<file path="config.mk">
export PLATFORM = sky130hd
export DESIGN_NAME = keypad_4x4_scan_debounce
export DESIGN_NICKNAME = d
export VERILOG_FILES = /design/src/design/kpsd_pkg.sv /design/src/design/kpsd_core.sv /design/src/design/kpsd_out_reg.sv /design/src/design/keypad_4x4_scan_debounce.sv
export SDC_FILE = /design/constraint.sdc
export NUM_CORES = 1
export LEC_CHECK = 0
export BUFFER_PORTS_ARGS = -buffer_cell sky130_fd_sc_hd__buf_4
export CORE_MARGIN = 3
export CORE_UTILIZATION = 59
export DETAILED_ROUTE_END_ITERATION = 8
export MAX_ROUTING_LAYER = met4
export PLACE_DENSITY = 0.8
export SYNTH_ARGS = -nofsm -noshare
export SYNTH_HDL_FRONTEND = slang
export SYNTH_SLANG_ARGS = --single-unit
export TNS_END_PERCENT = 100
</file>
<file path="constraint.sdc">
create_clock -name clk -period 4.2 [get_ports clk]
set_clock_uncertainty 0.1 [all_clocks]
set_input_delay 0 -clock clk [delete_from_list [all_inputs] [get_ports clk]]
set_output_delay 0 -clock clk [all_outputs]
set_load 0.02 [all_outputs]
</file>
<file path="src/design/kpsd_pkg.sv">
// Shared types, constants and the key code function for the keypad scanner.
// No dependencies.
`timescale 1ns / 1ps

package kpsd_pkg;

    localparam int ROWS       = 4;
    localparam int COLS       = 4;
    localparam int KEYS       = ROWS * COLS;
    localparam int PHASE_W    = 2;
    localparam int CNT_W      = 8;
    localparam int CODE_W     = 5;

    localparam logic [CNT_W-1:0]  DEBOUNCE_RESET = 8'd5;
    localparam logic [KEYS-1:0]   SNAP_IDLE      = 16'hFFFF;
    localparam logic [CODE_W-1:0] CODE_NONE      = 5'd0;
    localparam logic [CODE_W-1:0] CODE_MANY      = 5'd17;

    typedef enum logic [0:0] {
        OP_SCAN = 1'b0,
        OP_READ = 1'b1
    } kpsd_op_t;

    typedef struct packed {
        logic [CODE_W-1:0] key_code;
        logic              changed;
        logic [KEYS-1:0]   key_mask;
        logic [COLS-1:0]   col_drive;
    } kpsd_result_t;

    function automatic logic [CODE_W-1:0] code_of_mask(input logic [KEYS-1:0] m);
        logic [CODE_W-1:0] code;
        code = CODE_NONE;
        if ((m & (m - 16'd1)) != '0)
        begin
            code = CODE_MANY;
        end
        else
        begin
            for (int i = KEYS - 1; i >= 0; i--)
            begin
                if (m[i])
                begin
                    code = CODE_W'(i + 1);
                end
            end
        end
        return code;
    endfunction

endpackage

</file>
<file path="src/design/kpsd_core.sv">
// Scan and debounce state with the per-transaction update and result logic.
// Depends on kpsd_pkg.
`timescale 1ns / 1ps

module kpsd_core (
    input  logic                      clk,
    input  logic                      rst_n,
    input  logic                      cfg_we,
    input  logic [kpsd_pkg::CNT_W-1:0] cfg_data,
    input  logic                      step,
    input  kpsd_pkg::kpsd_op_t        op,
    input  logic [kpsd_pkg::ROWS-1:0] rows,
    output kpsd_pkg::kpsd_result_t    result
);
    import kpsd_pkg::*;

    logic [CNT_W-1:0]   debounce_len_reg;
    logic [PHASE_W-1:0] phase_reg, phase_next;
    logic [KEYS-1:0]    partial_reg, partial_next;
    logic [KEYS-1:0]    last_reg, last_next;
    logic [CNT_W-1:0]   count_reg, count_next;
    logic [KEYS-1:0]    stable_reg, stable_next;
    logic               flag_reg, flag_next;
    logic               flag_out;

    always_comb
    begin
        phase_next   = phase_reg;
        partial_next = partial_reg;
        last_next    = last_reg;
        count_next   = count_reg;
        stable_next  = stable_reg;
        flag_next    = flag_reg;
        flag_out     = flag_reg;
        case (op)
            OP_SCAN:
            begin
                partial_next[ROWS*phase_reg +: ROWS] = rows;
                if (phase_reg == PHASE_W'(COLS - 1))
                begin
                    if (partial_next != last_reg)
                    begin
                        count_next = debounce_len_reg;
                    end
                    else if (count_reg != '0)
                    begin
                        count_next = count_reg - 8'd1;
                        if (count_reg == 8'd1)
                        begin
                            stable_next = ~partial_next;
                            flag_next   = 1'b1;
                        end
                    end
                    last_next = partial_next;
                end
                phase_next = phase_reg + 2'd1;
                flag_out   = flag_next;
            end
            OP_READ:
            begin
                flag_next = 1'b0;
            end
            default:
            begin
                flag_out = flag_reg;
            end
        endcase
    end

    assign result.col_drive = ~(4'b0001 << phase_reg);
    assign result.key_mask  = stable_next;
    assign result.changed   = flag_out;
    assign result.key_code  = code_of_mask(stable_next);

    always_ff @(posedge clk or negedge rst_n)
    begin
        if (!rst_n)
        begin
            debounce_len_reg <= DEBOUNCE_RESET;
            phase_reg        <= '0;
            partial_reg      <= SNAP_IDLE;
            last_reg         <= SNAP_IDLE;
            count_reg        <= '0;
            stable_reg       <= '0;
            flag_reg         <= 1'b0;
        end
        else
        begin
            if (cfg_we)
            begin
                debounce_len_reg <= cfg_data;
            end
            if (step)
            begin
                phase_reg   <= phase_next;
                partial_reg <= partial_next;
                last_reg    <= last_next;
                count_reg   <= count_next;
                stable_reg  <= stable_next;
                flag_reg    <= flag_next;
            end
        end
    end

endmodule

</file>
<file path="src/design/kpsd_out_reg.sv">
// Result register with valid/ready toward the output stream.
// Depends on kpsd_pkg.
`timescale 1ns / 1ps

module kpsd_out_reg (
    input  logic                   clk,
    input  logic                   rst_n,
    input  logic                   load,
    input  kpsd_pkg::kpsd_result_t result,
    output logic                   free,
    output logic                   m_tvalid,
    input  logic                   m_tready,
    output logic [31:0]            m_tdata  // col_drive[3:0], key_mask[19:4],
                                            // changed[20], key_code[25:21], zero above
);
    import kpsd_pkg::*;

    logic         valid_reg, valid_next;
    kpsd_result_t data_reg;

    assign free = !valid_reg || m_tready;

    always_comb
    begin
        valid_next = valid_reg;
        if (load)
        begin
            valid_next = 1'b1;
        end
        else if (m_tready)
        begin
            valid_next = 1'b0;
        end
    end

    always_ff @(posedge clk or negedge rst_n)
    begin
        if (!rst_n)
        begin
            valid_reg <= 1'b0;
        end
        else
        begin
            valid_reg <= valid_next;
        end
    end

    always_ff @(posedge clk)
    begin
        if (load)
        begin
            data_reg <= result;
        end
    end

    assign m_tvalid = valid_reg;
    assign m_tdata  = {6'd0, data_reg};

endmodule

</file>
<file path="src/design/keypad_4x4_scan_debounce.sv">
// Keypad scanner top level: input register, scan/debounce core, result register.
// Depends on kpsd_pkg, kpsd_core and kpsd_out_reg.
// m_tvalid rises when the input register hands a transaction to the result register.
// Throughput: one transaction per cycle, limited only by the output handshake.
// Reset (rst_n, asynchronous, active low): empty stages, column 0, snapshots all ones,
// debounce length 5, mask, counter and changed flag cleared.
`timescale 1ns / 1ps

module keypad_4x4_scan_debounce (
    input  logic        clk,
    input  logic        rst_n,
    input  logic        s_tvalid,
    output logic        s_tready,
    input  logic [7:0]  s_tdata,   // row_levels[3:0], zero above
    input  logic [0:0]  s_tuser,   // op[0]
    output logic        m_tvalid,
    input  logic        m_tready,
    output logic [31:0] m_tdata,   // col_drive[3:0], key_mask[19:4], changed[20],
                                   // key_code[25:21], zero above
    input  logic        cfg_valid,
    output logic        cfg_ready,
    input  logic [7:0]  cfg_data   // debounce_len[7:0]
);
    import kpsd_pkg::*;

    logic             in_valid_reg, in_valid_next;
    kpsd_op_t         in_op_reg;
    logic [ROWS-1:0]  in_rows_reg;
    logic             out_free;
    logic             advance;
    logic             accept;
    kpsd_result_t     result;

    assign advance   = in_valid_reg && out_free;
    assign s_tready  = !in_valid_reg || out_free;
    assign accept    = s_tvalid && s_tready;
    assign cfg_ready = 1'b1;

    always_comb
    begin
        in_valid_next = in_valid_reg;
        if (accept)
        begin
            in_valid_next = 1'b1;
        end
        else if (advance)
        begin
            in_valid_next = 1'b0;
        end
    end

    always_ff @(posedge clk or negedge rst_n)
    begin
        if (!rst_n)
        begin
            in_valid_reg <= 1'b0;
        end
        else
        begin
            in_valid_reg <= in_valid_next;
        end
    end

    always_ff @(posedge clk)
    begin
        if (accept)
        begin
            in_op_reg   <= kpsd_op_t'(s_tuser[0]);
            in_rows_reg <= s_tdata[ROWS-1:0];
        end
    end

    kpsd_core u_core (
        .clk      (clk),
        .rst_n    (rst_n),
        .cfg_we   (cfg_valid && cfg_ready),
        .cfg_data (cfg_data),
        .step     (advance),
        .op       (in_op_reg),
        .rows     (in_rows_reg),
        .result   (result)
    );

    kpsd_out_reg u_out (
        .clk      (clk),
        .rst_n    (rst_n),
        .load     (advance),
        .result   (result),
        .free     (out_free),
        .m_tvalid (m_tvalid),
        .m_tready (m_tready),
        .m_tdata  (m_tdata)
    );

endmodule

</file>
# Yosys cells after proc, flatten, opt, wreduce, memory -nomap -nowiden
# Index checks and enable logic that the tools add are counted.
# Widths: inputs -> output; s select.
[op_classes]
add_sub_neg = 4
mul = 0
div_mod_pow = 0
n_lt_le_gt_ge = 0
eq_ne = 3
n_shift = 3
muxes = 34
bitwise = 4
n_reduce_logical = 17
[op_table]
columns = ["op", "n"]
rows = [
  ["$mux 16", 5],
  ["$mux 5", 16],
  ["$neg 4->34", 1],
  ["$shift 4x34->16 const A", 1],
  ["$shiftx 4x34->16", 1],
  ["$and 16x16->16", 1],
  ["$bwmux 16", 1],
  ["$mux 8", 2],
  ["$ne 16x16->1", 1],
  ["$not 16->16", 1],
  ["$reduce_bool 16->1", 1],
  ["$sub 16x1->16 const B", 1],
  ["$mux 1", 9],
  ["$eq 8x1->1 const B", 1],
  ["$reduce_bool 8->1", 1],
  ["$reduce_or 8->1", 1],
  ["$sub 8x1->8 const B", 1],
  ["$reduce_bool 2->1", 3],
  ["$not 4->4", 1],
  ["$reduce_and 4->1", 1],
  ["$reduce_or 4->1", 1],
  ["$shl 1x2->4 const A", 1],
  ["$reduce_and 3->1", 1],
  ["$add 2x1->2 const B", 1],
  ["other kinds (8)", 11],
]
[totals]
reg_bits = 100
latch_bits = 0
mem_bits_rw = 0
romBits = 0
input_bits = 22
out_inout_bits = 35
elab_cells = 83
n_memories = 0

# Depth between registers and ports, before layout
[logic_depth]
ltp_word = 25
mapped_depth = 16
mapped_depth_nobuf = 12

# Modules after synthesis
# From an unflattened synthesis, not the netlist that was laid out.
[hier_totals]
cells_unflattened = 527
area_unflattened_um2 = 5408.9
[by_module_without_submodules]
columns = ["mod", "instances", "cells_each", "area_per_inst_um2", "seq_area_each_um2"]
rows = [
  ["kpsd_core", 1, 479, 4310.4, 1719.1],
  ["kpsd_out_reg", 1, 36, 877.1, 805.8],
  ["keypad_4x4_scan_debounce", 1, 12, 221.5, 175.2],
]

# Worst setup path before layout
# Ideal clock, no wire load.
[synth_path]
path_kind = "flip-flop to flip-flop"
startpoint = "register u_core.phase_reg[0]"
endpoint = "register u_out.data_reg, in the netlist u_out.m_tdata[21] (data pin)"
setup_time_ns = 0.254
t_arrival_ns = 3.471
required_time_ns = 3.846
slack_ns = 0.375
path_stages_with_launch = 16
path_buffers = 3
period_less_slack_ns = 3.825
cell_sequence = "dfrtp_1 -> buf_2 -> inv_1 -> ha_1 -> clkbuf_2 -> and4bb_2 -> nor2_1 -> or4_1 -> or3_1 -> buf_2 -> nor4_2 -> mux2_1 -> maj3_1 -> nand4_1 -> or2_1 -> a21o_1"
[synth_between]
elab_chain_len = 23
word_cells_on_any_way = 30
classes_between = "add/sub (2); eq/ne (2); shift (2); mux (20); bitwise (2); reduce/logical (2)"
[synth_lines]
columns = ["item", "line_no", "source"]
rows = [
  ["start: declaration", "kpsd_core.sv:18", "logic [PHASE_W-1:0] phase_reg, phase_next;"],
  ["start signal: assignment", "kpsd_core.sv:95", "phase_reg <= phase_next;"],
  ["branches (longest 7 deep; another with $neg 4->34)", "--", ""],
  ["$mux 16 *", "kpsd_core.sv:39", "if (phase_reg == PHASE_W'(COLS - 1))"],
  ["$mux 16 *", "kpsd_core.sv:35", "case (op)"],
  ["$mux 5 (14 in series)", "kpsd_pkg.sv:42", "if (m[i])"],
  ["end signal: assignment", "kpsd_out_reg.sv:52", "data_reg <= result;"],
  ["end: declaration", "kpsd_out_reg.sv:19", "kpsd_result_t data_reg;"],
]
# Mark *: on every way between the ends.
# A chain may end at the register's enable or synchronous reset.

# Worst setup path in the final report
[layout_path]
startpoint = "register u_core.phase_reg[1]"
endpoint = "register u_out.data_reg, in the netlist u_out.m_tdata[21] (data pin)"
# The elaborated chain is that of the path after synthesis.

==> results.md <==
Finish:
- Cells with a size suffix above 1 make up 23.4% of the layout.
- The number of diodes added for antenna fixing is 0.
- The filler-free cell count of the finished design is 779.
- The multi-input combinational cells in the finished layout cover a total of 2660 um2.
- With fillers left out, the area of the finished cells amounts to 6570 um2.
- The total number of nets in the final design is 678.
- The count of fill cells added during filler insertion is 646.
- Summing all flip-flop and latch instances after layout gives 2700 um2.
- The flip-flop count of the largest register after layout is 26.
- Compared with the post-synthesis result, the final layout area differs by 17.5%.

Global routing:
- Global routing finished with a remaining overflow of 0.
- The first global-routing pass estimated 23.7 mm of wire.
- The initial antenna violation count was 0.
- Global routing used 49.3% of the available met2 tracks.
- The number of global-route vias before repair is 4,706.
- In the global route stage, met1 resource usage came out at 37.4%.
- In the global route stage, met3 resource usage came out at 6.30%.
- The maximum number of pins on one net before global-route repair is 70.
- For this run, the total global-route usage over all layers was measured as 30.1%.
- The global routing stage identified its most utilized layer as met2.

Floorplan:
- The total die area is 10,700 um2.
- The height of the die is 103 um.
- The floorplan has 34 rows.
- 57 I/O pins were placed.
- The standard cell core area is 8980 um2.
- In this run the horizontal extent of the chip is 103 um.
- The initial core utilization is 62.3%.

Power and ir drop:
- The overall power consumption is 4.06 mW.
- The part of the total power dissipated in combinational logic is 44.8%.
- The total power density per cell area is 618 nW/um2.
- In this run the power spent charging and discharging nets is 1.69 mW.
- The internal power contribution is 2.37 mW.
- Of the total power, registers draw 38.6%.
- The share of total power in the clock network is 16.6%.
- The analysis attributes to cell leakage a power of 2.76 nW.
- The maximum vdd drop is 0.360 mV.
- The switching share of power is 41.5%.

Route:
- The wire length reported by the detailed router is 14.6 mm.
- The total number of vias is 4,722.
- The number of DRC markers after the initial detailed-route iteration is 414.
- The remaining antenna violation count after routing is 0.
- In the final routed layout, each cell accounts on average for 18.7 um.
- The first TritonRoute pass finished after 5 iterations.
- The via density per instance is 6.06.
- For this run, design rule violations remaining after detail routing come to 0.

Setup path:
- The worst setup path category is register to register.
- The highest-delay cell along the critical path is sky130_fd_sc_hd__ha_2.
- The delay contributed by the slowest stage of the critical path is 0.46 ns.
- For the worst setup path, the data required time is 4.26 ns.
- For the worst flop-to-flop path, the logic depth is 13.
- Among cell families on the critical path, the largest total delay comes from simple AND/OR/NAND/NOR gates.
- The startpoint identified for the worst register-to-register timing path is u_core.phase_reg[1].
- The signal arrival time at the worst endpoint is 4.08 ns.
- Walking the worst path, the cells encountered are inv_1 -> ha_2 -> and4b_1 -> a22oi_1 -> buf_4 -> or2_2 -> or3_1 -> a211oi_1 -> o211ai_1 -> mux2i_1 -> nand4_1 -> or2_1 -> a21o_1.
- The capturing point of the worst reg2reg path is u_out.m_tdata[21].
- The number of logic stages on the critical path including buffering is 13.
- The worst setup path startpoint is u_core.phase_reg[1].
- The total buffers and inverters traversed by the critical path is 2.
- Across all register-to-register paths, the minimum setup slack is 0.18 ns.
- The largest fanout on the critical path is 13.
- STA classifies the critical path endpoint as a register.
- The worst setup path is launched from a register.

STA:
- The worst slew slack as a fraction of its limit is 41.1%.
- Setup violations remaining at the end of the flow were counted as 0.
- The transition time at the pin with the least slew margin is 0.883 ns.
- For the final routed database, the setup TNS stands at 0 ns.
- The minimum clock period is 4.02 ns.
- On the final layout, the worst hold slack is 0.177 ns.
- The number of max-slew violations in the final report came to 0.
- The part of the cycle the worst path needs is 95.7%.
- Setup repair after global routing left no endpoint under its margin.
- The achievable frequency is 0.249 GHz.
- The final hold violation count is 0.

CTS:
- TritonCTS built the clock tree.
- In this run the deepest clock path goes through 2 buffers.
- The clock net in this run drives a total of 100 sinks.
- The latest clock arrival within the worst-skew pair is 0.39 ns.
- The root buffer selected by CTS is sky130_fd_sc_hd__clkbuf_8.
- TritonCTS created 9 clock buffers.
- After clock tree synthesis, the clock-pin slew on the worst setup and hold paths is 0.11 ns.
- The H-tree level count is 3.

Yosys:
- Synthesis handed over a netlist of 575 instances.
- After synthesis, the mean cell area works out to 9.72 um2.
- The predominant post-synthesis flop cell is sky130_fd_sc_hd__dfrtp_1.
- The share of flip-flops with an asynchronous set or reset is 69.0%.
- The cell area that synthesis handed to floorplanning was 5590 um2.
- The post-synthesis cell type count is 74.
- The number of synthesized flops with an enable pin is 31.
- Sequential cells were found to cover 48.3% of the synthesized design area.
- The yosys synthesis warning count is 0.
- The number of flip-flops and latches in the synthesized netlist is 100.

Placed design:
- The wire-length estimate of the detail-placed layout is 9.83 mm.
- The final weighted congestion of routability-driven global placement is 0.953.
- Summing all placed instances gives a cell area of 6080 um2.
- The number of port buffers is 45.
- In this run, placement finished with an instance count of 737.

Flow run:
- Across the run, the number of max-cap violations was 0.

Run status:
- The run finished with clean final reports.

Hold path:
- The min-delay analysis places its worst path in the category input port to async pin.
## per-stage QoR
| stage | util (%) | setup WS (ns) |
|---|---|---|
| floorplan | - | 0.375 |
| global placement | 67.8 | 0.310 |
| detailed placement | 67.8 | 0.142 |
| CTS | 72.9 | 0.123 |
| global route | 73.2 | 0.00158 |
| finish | 73.2 | 0.181 |
## what timing repair did
| item | CTS | global route |
|---|---|---|
| hold endpoints to repair | 50 | 0 |
| buffers inserted | 0 | 1 |
| setup endpoints to repair | 0 | 3 |
| hold buffers | 25 | 0 |
| resized for setup | 0 | 3 |
## cell usage after synthesis (all sizes together) (3+ instances only)
| library cell | number | area share, % |
|---|---|---|
| o2bb2ai | 3 | 0.47 |
| mux2 | 18 | 3.6 |
| nand4 | 3 | 0.34 |
| o21bai | 3 | 0.40 |
| a22oi | 5 | 1.0 |
| nor3 | 6 | 0.54 |
| ha | 8 | 1.8 |
| nand4bb | 4 | 0.81 |
| a21boi | 4 | 0.54 |
| mux2i | 13 | 2.3 |
| o22a | 3 | 0.47 |
| or3 | 7 | 0.78 |
| o22ai | 3 | 0.34 |
| a21o | 6 | 0.81 |
| maj3 | 3 | 0.54 |
| buf | 16 | 1.8 |
| nor2b | 13 | 1.5 |
| o21ai | 46 | 4.1 |
| o211ai | 6 | 0.81 |
| or2 | 7 | 0.78 |
| and2 | 7 | 0.78 |
| edfxtp | 31 | 17 |
| nor4 | 12 | 1.7 |
| a31oi | 3 | 0.34 |
| nand2b | 17 | 1.9 |
| dfrtp | 35 | 16 |
| a211oi | 5 | 0.67 |
| nand3 | 14 | 1.3 |
| nor2 | 53 | 3.6 |
| o2111ai | 3 | 0.47 |
| clkbuf | 17 | 1.2 |
| and4bb | 3 | 0.74 |
| dfstp | 34 | 16 |
| nand2 | 60 | 4.0 |
| and3 | 4 | 0.45 |
| inv | 25 | 1.7 |
| a21oi | 41 | 3.7 |
| xnor2 | 4 | 0.63 |
## per-layer routing
metal	up-vias	wire length (um)
met5	-	0
met4	0	359
met3	41	993
met2	207	7210
met1	2270	6010
li1	2204	-
## logic make-up after synthesis
| group | count (synthesis) | share of synthesized area (%) |
|---|---|---|
| compound gates | 147 | 17.0 |
| mux | 31 | 5.95 |
| flops | 100 | 48.3 |
| xor+xnor | 4 | 0.627 |
| fa+ha+maj | 11 | 2.33 |
| other cells | 2 | 0.134 |
| buf+inv | 58 | 4.66 |
| simple gates | 222 | 21.0 |
## power by group through the flow
stage                     combinational, mW  clock, mW  sequential (mW)
after floorplan                        1.21          0             1.53
after global placement                 1.67          0             1.56
after detailed placement               1.72          0             1.57
after CTS                              1.75      0.684             1.56
after global routing                   1.98      0.720             1.60
final                                  1.82      0.676             1.57
## final cells by class
cell class,instances,area share [%]
flip-flops and latches,100,41.1
clock buffers,10,2.10
inverters,25,1.43
repair buffers,90,11.2
clock inverters,6,1.18
well taps,126,2.40
multi-input cells,422,40.5
## worst register-to-register path, delay by kind of cell, from the launching register on
| kind | cells | cell delay [ns] |
|---|---|---|
| AOI/OAI and AO/OA | 4 | 0.76 |
| and+or+nand+nor | 5 | 1.60 |
| adders and majority gates | 1 | 0.46 |
| buffers and inverters | 2 | 0.32 |
| muxes | 1 | 0.14 |
| DFF | 1 | 0.41 |
## worst max-delay path by stage
stage | endpoint | slack, ns
after floorplan | u_out.m_tdata[21] | 0.37
final | u_out.m_tdata[21] | 0.18
after global routing | u_out.m_tdata[21] | 0.002
after global placement | u_out.m_tdata[21] | 0.31
after CTS | u_out.m_tdata[21] | 0.12
after detailed placement | u_out.m_tdata[21] | 0.14
## placed cells by master (no fill, tap or decap), types with 4 or more instances in the layout
cell type / Yosys / layout
sky130_fd_sc_hd__a211oi_1: 5 / 5
sky130_fd_sc_hd__a21o_1: 6 / 6
sky130_fd_sc_hd__a21oi_1: 41 / 41
sky130_fd_sc_hd__and2_1: 5 / 5
sky130_fd_sc_hd__and3_1: 4 / 4
sky130_fd_sc_hd__buf_4: 9 / 65
sky130_fd_sc_hd__clkbuf_8: 0 / 10
sky130_fd_sc_hd__conb_1: 2 / 7
sky130_fd_sc_hd__dfrtp_1: 35 / 35
sky130_fd_sc_hd__dfstp_2: 34 / 34
sky130_fd_sc_hd__dlygate4sd3_1: 0 / 25
sky130_fd_sc_hd__edfxtp_1: 31 / 31
sky130_fd_sc_hd__ha_1: 8 / 6
sky130_fd_sc_hd__inv_1: 24 / 24
sky130_fd_sc_hd__mux2_2: 17 / 17
sky130_fd_sc_hd__mux2i_1: 13 / 13
sky130_fd_sc_hd__nand2_1: 60 / 60
sky130_fd_sc_hd__nand2b_1: 17 / 17
sky130_fd_sc_hd__nand3_1: 14 / 14
sky130_fd_sc_hd__nand4bb_1: 4 / 4
sky130_fd_sc_hd__nor2_1: 53 / 52
sky130_fd_sc_hd__nor2b_1: 13 / 13
sky130_fd_sc_hd__nor3_1: 6 / 6
sky130_fd_sc_hd__nor4_1: 10 / 9
sky130_fd_sc_hd__o211ai_1: 6 / 6
sky130_fd_sc_hd__o21ai_0: 46 / 46
sky130_fd_sc_hd__or2_2: 6 / 6
sky130_fd_sc_hd__or3_1: 7 / 7
sky130_fd_sc_hd__xnor2_1: 4 / 4
Power figures use the tool's default switching activity.
